[src/sv/nha_pkg.sv]
// ----------------------------------------------------------------------------
// nha_pkg
// Types and fixed widths shared by the nearest head assignment core.
// ----------------------------------------------------------------------------
package nha_pkg;

    // Fixed field widths of the node and result beats
    localparam int COORD_W    = 16;
    localparam int SQ_W       = 2 * COORD_W;
    localparam int DIST_W     = SQ_W + 1;
    localparam int NODE_IDX_W = 6;
    localparam int HEAD_IDX_W = 7;

    // One stored node: coordinates and head flag
    typedef struct packed {
        logic [COORD_W-1:0] x;
        logic [COORD_W-1:0] y;
        logic               head;
    } node_entry_t;

    // Sequencer states
    typedef enum logic [2:0] {
        ST_IDLE,
        ST_READ_NODE,
        ST_WAIT_NODE,
        ST_SWEEP,
        ST_DRAIN
    } nha_state_t;

endpackage

[src/sv/nearest_head_assignment_core.sv]
// ----------------------------------------------------------------------------
// nearest_head_assignment_core
// Loads a set of node points, then assigns each node to its nearest head.
// ----------------------------------------------------------------------------
// Nodes are loaded one beat per start (while busy is low); the beat with
// last_node set, or the beat that fills the final store entry, closes the set
// and raises busy. The core then strobes result_valid once per node in index
// order and drops busy with the final result. Results cannot be held off, so
// the receiver must take each one in the cycle it appears. A head node (or any
// node of a set with no head) gets its result straight from the node read;
// every other node is resolved by a sweep of the whole set through the single
// read port of the node store, which supplies one candidate node per cycle to
// the distance pipeline (abs difference, squares, sum and compare), then by a
// pipeline drain, longer when the final candidates of the sweep are heads.
// ----------------------------------------------------------------------------
module nearest_head_assignment_core
    import nha_pkg::*;
#(
    parameter int MAX_NODES = 64
)
(
    input  logic                  clk,
    input  logic                  rst_n,
    input  logic                  start,
    output logic                  busy,
    input  logic [COORD_W-1:0]    x_coord,
    input  logic [COORD_W-1:0]    y_coord,
    input  logic                  is_head,
    input  logic                  last_node,
    output logic                  result_valid,
    output logic [NODE_IDX_W-1:0] node_index,
    output logic [HEAD_IDX_W-1:0] head_index,
    output logic [DIST_W-1:0]     dist_squared,
    output logic                  no_head,
    output logic                  last_result
);

    localparam int IDX_W = $clog2(MAX_NODES);
    localparam logic [IDX_W-1:0] LAST_SLOT = IDX_W'(MAX_NODES - 1);
    localparam logic [HEAD_IDX_W-1:0] NO_HEAD_IDX = HEAD_IDX_W'(MAX_NODES);

    // Node store and its registered read port
    node_entry_t node_mem [MAX_NODES];
    node_entry_t rd_data_reg;
    logic        wr_en;
    logic        rd_en;
    logic [IDX_W-1:0] rd_addr;

    // Control state
    nha_state_t       state_reg, state_next;
    logic [IDX_W-1:0] load_count_reg, load_count_next;
    logic [IDX_W-1:0] last_reg, last_next;
    logic [IDX_W-1:0] i_reg, i_next;
    logic [IDX_W-1:0] j_reg, j_next;
    logic             any_head_reg, any_head_next;
    logic             p0_valid_reg, p0_valid_next;
    logic             s1_valid_reg, s1_valid_next;
    logic             s2_valid_reg, s2_valid_next;
    logic             found_reg, found_next;
    logic             valid_reg, valid_next;

    // Datapath state
    logic [COORD_W-1:0]    nx_reg, nx_next;
    logic [COORD_W-1:0]    ny_reg, ny_next;
    logic [IDX_W-1:0]      p0_idx_reg;
    logic [IDX_W-1:0]      s1_idx_reg;
    logic [IDX_W-1:0]      s2_idx_reg;
    logic [COORD_W-1:0]    dx_reg, dy_reg;
    logic [SQ_W-1:0]       sqx_reg, sqy_reg;
    logic [DIST_W-1:0]     best_d_reg, best_d_next;
    logic [IDX_W-1:0]      best_j_reg, best_j_next;
    logic [NODE_IDX_W-1:0] out_node_reg, out_node_next;
    logic [HEAD_IDX_W-1:0] out_head_reg, out_head_next;
    logic [DIST_W-1:0]     out_dist_reg, out_dist_next;
    logic                  out_none_reg, out_none_next;
    logic                  out_last_reg, out_last_next;

    logic [DIST_W-1:0] s3_dist;
    logic              closes;

    assign closes  = last_node || (load_count_reg == LAST_SLOT);
    assign s3_dist = DIST_W'(sqx_reg) + DIST_W'(sqy_reg);

    // Store write on a load beat, registered read otherwise; busy keeps the
    // two apart, so no entry is read in the cycle it is written
    always_ff @(posedge clk)
    begin
        if (wr_en)
        begin
            node_mem[load_count_reg] <= '{x: x_coord, y: y_coord, head: is_head};
        end
    end

    always_ff @(posedge clk)
    begin
        if (rd_en)
        begin
            rd_data_reg <= node_mem[rd_addr];
        end
    end

    // Sequencer and best-head tracking
    always_comb
    begin
        state_next      = state_reg;
        load_count_next = load_count_reg;
        last_next       = last_reg;
        i_next          = i_reg;
        j_next          = j_reg;
        any_head_next   = any_head_reg;
        p0_valid_next   = 1'b0;
        found_next      = found_reg;
        best_d_next     = best_d_reg;
        best_j_next     = best_j_reg;
        nx_next         = nx_reg;
        ny_next         = ny_reg;
        valid_next      = 1'b0;
        out_node_next   = out_node_reg;
        out_head_next   = out_head_reg;
        out_dist_next   = out_dist_reg;
        out_none_next   = out_none_reg;
        out_last_next   = out_last_reg;
        wr_en           = 1'b0;
        rd_en           = 1'b0;
        rd_addr         = i_reg;

        // Distance pipeline, final stage: keep the strictly nearer head
        if (s2_valid_reg && (!found_reg || s3_dist < best_d_reg))
        begin
            found_next  = 1'b1;
            best_d_next = s3_dist;
            best_j_next = s2_idx_reg;
        end

        case (state_reg)
            ST_IDLE:
            begin
                if (start)
                begin
                    wr_en         = 1'b1;
                    any_head_next = ((load_count_reg == '0) ? 1'b0 : any_head_reg) | is_head;
                    if (closes)
                    begin
                        last_next       = load_count_reg;
                        load_count_next = '0;
                        i_next          = '0;
                        state_next      = ST_READ_NODE;
                    end
                    else
                    begin
                        load_count_next = load_count_reg + 1'b1;
                    end
                end
            end
            ST_READ_NODE:
            begin
                rd_en      = 1'b1;
                rd_addr    = i_reg;
                state_next = ST_WAIT_NODE;
            end
            ST_WAIT_NODE:
            begin
                nx_next       = rd_data_reg.x;
                ny_next       = rd_data_reg.y;
                out_node_next = NODE_IDX_W'(i_reg);
                out_dist_next = '0;
                out_none_next = !any_head_reg;
                out_last_next = (i_reg == last_reg);
                if (!any_head_reg || rd_data_reg.head)
                begin
                    // head or headless set: result is known at once
                    valid_next    = 1'b1;
                    out_head_next = any_head_reg ? HEAD_IDX_W'(i_reg) : NO_HEAD_IDX;
                    if (i_reg == last_reg)
                    begin
                        state_next = ST_IDLE;
                    end
                    else
                    begin
                        i_next     = i_reg + 1'b1;
                        state_next = ST_READ_NODE;
                    end
                end
                else
                begin
                    found_next = 1'b0;
                    j_next     = '0;
                    state_next = ST_SWEEP;
                end
            end
            ST_SWEEP:
            begin
                // one candidate read per cycle
                rd_en         = 1'b1;
                rd_addr       = j_reg;
                p0_valid_next = 1'b1;
                if (j_reg == last_reg)
                begin
                    state_next = ST_DRAIN;
                end
                else
                begin
                    j_next = j_reg + 1'b1;
                end
            end
            ST_DRAIN:
            begin
                if (!p0_valid_reg && !s1_valid_reg && !s2_valid_reg)
                begin
                    valid_next    = 1'b1;
                    out_head_next = HEAD_IDX_W'(best_j_reg);
                    out_dist_next = best_d_reg;
                    if (i_reg == last_reg)
                    begin
                        state_next = ST_IDLE;
                    end
                    else
                    begin
                        i_next     = i_reg + 1'b1;
                        state_next = ST_READ_NODE;
                    end
                end
            end
            default:
            begin
                state_next = ST_IDLE;
            end
        endcase
    end

    // Candidate stages: only heads travel on
    assign s1_valid_next = p0_valid_reg && rd_data_reg.head;
    assign s2_valid_next = s1_valid_reg;

    // Control registers
    always_ff @(posedge clk or negedge rst_n)
    begin
        if (!rst_n)
        begin
            state_reg      <= ST_IDLE;
            load_count_reg <= '0;
            last_reg       <= '0;
            i_reg          <= '0;
            j_reg          <= '0;
            any_head_reg   <= 1'b0;
            p0_valid_reg   <= 1'b0;
            s1_valid_reg   <= 1'b0;
            s2_valid_reg   <= 1'b0;
            found_reg      <= 1'b0;
            valid_reg      <= 1'b0;
        end
        else
        begin
            state_reg      <= state_next;
            load_count_reg <= load_count_next;
            last_reg       <= last_next;
            i_reg          <= i_next;
            j_reg          <= j_next;
            any_head_reg   <= any_head_next;
            p0_valid_reg   <= p0_valid_next;
            s1_valid_reg   <= s1_valid_next;
            s2_valid_reg   <= s2_valid_next;
            found_reg      <= found_next;
            valid_reg      <= valid_next;
        end
    end

    // Datapath registers
    always_ff @(posedge clk)
    begin
        nx_reg       <= nx_next;
        ny_reg       <= ny_next;
        p0_idx_reg   <= j_reg;
        s1_idx_reg   <= p0_idx_reg;
        s2_idx_reg   <= s1_idx_reg;
        dx_reg       <= (nx_reg >= rd_data_reg.x) ? (nx_reg - rd_data_reg.x)
                                                  : (rd_data_reg.x - nx_reg);
        dy_reg       <= (ny_reg >= rd_data_reg.y) ? (ny_reg - rd_data_reg.y)
                                                  : (rd_data_reg.y - ny_reg);
        sqx_reg      <= SQ_W'(dx_reg) * SQ_W'(dx_reg);
        sqy_reg      <= SQ_W'(dy_reg) * SQ_W'(dy_reg);
        best_d_reg   <= best_d_next;
        best_j_reg   <= best_j_next;
        out_node_reg <= out_node_next;
        out_head_reg <= out_head_next;
        out_dist_reg <= out_dist_next;
        out_none_reg <= out_none_next;
        out_last_reg <= out_last_next;
    end

    assign busy         = (state_reg != ST_IDLE);
    assign result_valid = valid_reg;
    assign node_index   = out_node_reg;
    assign head_index   = out_head_reg;
    assign dist_squared = out_dist_reg;
    assign no_head      = out_none_reg;
    assign last_result  = out_last_reg;

`ifndef NO_ASSERTIONS
    // a result only follows a busy cycle
    a_result_after_busy: assert property (@(posedge clk) disable iff (!rst_n)
        result_valid |-> $past(busy))
        else $error("result beat without a busy cycle before it");

    // a closing load beat starts the result phase
    a_close_sets_busy: assert property (@(posedge clk) disable iff (!rst_n)
        (start && !busy && (last_node || load_count_reg == LAST_SLOT)) |=> busy)
        else $error("closing beat did not raise busy");

    // busy drops exactly with the final result
    a_last_frees: assert property (@(posedge clk) disable iff (!rst_n)
        result_valid |-> (last_result == !busy))
        else $error("busy out of step with the final result");

    // headless set gives the marker index at zero distance
    a_no_head_form: assert property (@(posedge clk) disable iff (!rst_n)
        (result_valid && no_head) |-> (head_index == NO_HEAD_IDX && dist_squared == '0))
        else $error("headless result malformed");
`endif

endmodule

[config.mk]
export PLATFORM = sky130hd
export DESIGN_NAME = nearest_head_assignment_core
export DESIGN_NICKNAME = d
export VERILOG_FILES = /design/src/sv/nha_pkg.sv /design/src/sv/nearest_head_assignment_core.sv
export SDC_FILE = /design/constraint.sdc
export NUM_CORES = 2
export LEC_CHECK = 0
export BUFFER_PORTS_ARGS = -buffer_cell sky130_fd_sc_hd__buf_2
export CORE_ASPECT_RATIO = 0.7
export CORE_MARGIN = 8
export CORE_UTILIZATION = 55
export CTS_BUF_LIST = sky130_fd_sc_hd__clkbuf_8
export DETAILED_ROUTE_END_ITERATION = 7
export PLACE_DENSITY = 0.71
export SETUP_SLACK_MARGIN = 0.02
export SLEW_MARGIN = 20
export SYNTH_ARGS = -nofsm -noshare
export SYNTH_HDL_FRONTEND = slang
export SYNTH_SLANG_ARGS = --single-unit
export TNS_END_PERCENT = 10
[constraint.sdc]
create_clock -name clk -period 7.41 [get_ports clk]
set_input_delay 0.741 -clock clk [delete_from_list [all_inputs] [get_ports clk]]
set_output_delay 0.741 -clock clk [all_outputs]
set_load 0.03 [all_outputs]
==> results.ini <==
[outcome]
status=complete, no violations

[routing]
wl_met1_um=117000
drt-initial-drc-count=8008
top_layer_used=met5
route.met3.wl_um=34300
vias_per_cell=6.18
firstDrtPassIters=6
drc=0
ant_nets=0
wl_per_cell_um=28.7
vias=58700
wirelength_um=273000
route.met2.wl_um=116000

[layout]
largest_reg_flops=2112
layout.nets=7289
areaGrowthSynthToFinish_pct=10.6
regMostFlops=node_mem
drive_gt1_share_pct=19.6

[placed_design]
port_buffers=86
gp_congestion=0.851
hpwlAfterDp_um=167000

[synthesis]
synth.mux.area_fraction_pct=11.3
seq_area_frac_synth_pct=65.9
synth_warnings=0
syn_area_per_cell_um2=17.3
synth_fa_ha_area_share_pct=9.96
synth.distinct_cells=72
yosys.area.top_type_share_pct=63.1
synth_nets=6915
synth_xor_xnor_area_share_pct=1.19
synthFlopType=edfxtp_1
syn_inst=6217
synthArstFlopShare_pct=1.37
synth_compound_area_share_pct=5.01
ys_ff_latch=2409
synth-simple-area-share_pct=3.41
synth_area_um2=108000
synthTopCellsByArea=edfxtp_1, mux4_2, fa_1
synth_edf_count=2264
yosys.area.top_type=edfxtp_1
synth_top_family_by_area=multiplexers

[die]
core_area_um2=196000
io_pins=87
rows=136
die_h_um=386
die_x_um=545
die_area_um2=211000
start_util_pct=55.1

[worst_setup_path]
r2r_cells=23
worst_setup_path_start_kind=flop
r2r_setup_slack_ns=0.47
r2r_end=sqx_reg[30]$_DFF_P_
required_ns=8.24
cp-startpoint=dx_reg[12]$_DFF_P_
crit_fanout=11
crit_arrival_ns=7.77
crit_end=sqx_reg[30]$_DFF_P_
end_kind=flop
critPathKind=reg -> reg
worstReg2RegStart=dx_reg[12]$_DFF_P_

[global_routing]
grt_pass1_wl_um=400000
grt.overflow.total=0
antenna_found_initial=19
grt_max_degree=90
grt_usage_pct=25.6
grt_pass1_vias=59400

[timing]
rsz0062_at_grt=false
tightestPinTransition_ns=1.24
fmax_mhz=144
whs_ns=0.103
fin_skew_ns=0.0669
period_minus_slack_ns=6.94
slew_viol_final=0
setup_viol=0
relSlewSlack_pct=17.5
hold_viol_final=0
fin_crit_sh_pct=93.7
finalSetupTns_ns=0

[cts]
cts_tree=yes
clk_path_buf_depth=4
cts_resized=0
holdBufCountCts=1
cts_sinks=2409
cts-root-buf=clkbuf_8
postCtsSetupBuffers=0
cts_inserted_buffers=357
clk_pin_slew_worst_paths_ns=0.07
clk_latency_ns=0.98
htreeDepth=5

[flow_run]
maxCapViolations=0

[min_path]
worstHoldPathType=in -> reg

final cells by class:
cell class	count	area [um2]
timing repair buffer	273	2080
antenna	15	37.5
fill	14000	76300
multi-input combinational	2916	33900
sequential	2409	71100
clock inverter	273	1470
inverter	634	2380
clock buffer	366	5040
tap	2622	3280
per-stage QoR:
step                      util, %  worst slack (ns)  area, um2  cells
after floorplan                 -             0.995     108000   6217
after global placement       57.6             0.639     113000   8850
after detailed placement     57.6             0.538     113000   8852
after CTS                    61.0             0.536     119000   9492
after global routing         61.0             0.152     119000   9498
final                        61.0             0.468     119000   9508
worst min-delay path by stage:
stage | cells past startpoint | from | end
4_1_cts | 2 | last_node | load_count_reg[4]$_DFFE_PN0P_
2_1_floorplan | 0 | p0_idx_reg[0]$_DFF_P_ | s1_idx_reg[0]$_DFF_P_
3_3_place_gp | 0 | s1_idx_reg[2]$_DFF_P_ | s2_idx_reg[2]$_DFF_P_
3_5_place_dp | 0 | s1_idx_reg[1]$_DFF_P_ | s2_idx_reg[1]$_DFF_P_
5_1_grt | 2 | last_node | load_count_reg[4]$_DFFE_PN0P_
6_report | 2 | last_node | load_count_reg[4]$_DFFE_PN0P_
worst max-delay path: stages, from the launching register on:
cell      delay (ns)
dfxtp_1         0.61
inv_1           0.24
nor2_1          0.32
inv_1           0.11
fa_1            0.40
fa_1            0.36
inv_1           0.07
fa_1            0.44
fa_1            0.52
fa_1            0.51
inv_1           0.06
fa_1            0.48
inv_1           0.05
ha_1            0.32
and3_1          0.21
a221oi_1        0.39
o21ai_0         0.16
a221oi_1        0.31
buf_4           0.21
o21ai_0         0.16
a221o_1         0.37
a21oi_1         0.25
o21ai_0         0.14
xor2_1          0.15
cell usage in the layout, fill, tap and decap left out, types with 172 or more instances in the layout:
master    instances
buf_4           172
mux4_2          528
edfxtp_1       2264
clkbuf_8        366
fa_1            328
ha_1            333
a22oi_1         265
inv_1           747
a21oi_1         196
nand2_1         260
synth_stat cells (10+ instances only):
cell type and instances:
xnor2_1 94, a21oi_1 198, or2_2 10, buf_1 18
mux2i_1 16, xor2_1 53, dfxtp_1 112, inv_1 633
edfxtp_1 2264, o31ai_1 10, mux4_2 528, nand3b_1 14
dfrtp_1 33, buf_2 47, o21ai_0 76, or3_1 10
a211oi_1 13, ha_1 333, clkbuf_1 178, nand2b_1 13
and2_1 116, a21o_1 63, a2111o_1 33, nand2_1 262
nor2b_1 37, nand4_1 18, a31oi_1 18, nand3_1 38
o21a_1 14, fa_1 328, nor2_1 181, buf_4 15
a22oi_1 265, o21bai_1 15, mux2_2 13, nor3_1 33
and3_1 17
cell families (layout without fill, tap and decap cells):
family	after synthesis	in the layout
DFF	2409	2409
buffers and inverters	892	1546
AOI/OAI and AO/OA	781	781
and+or+nand+nor	770	770
adders and majority gates	661	661
muxes	557	557
xor gates and xnor gates	147	147
other	0	15
layer usage:
metal / GRT usage (%) / vias to the layer above
li1: - / 24600
met4: 6.09 / 6
met1: 39.5 / 30300
met2: 36.3 / 3450
met5: 0 / -
met3: 7.05 / 378
Power is left out: the tool's default activity adds up to more than one toggle a clock period on the data nets, which glitch-free logic cannot reach.
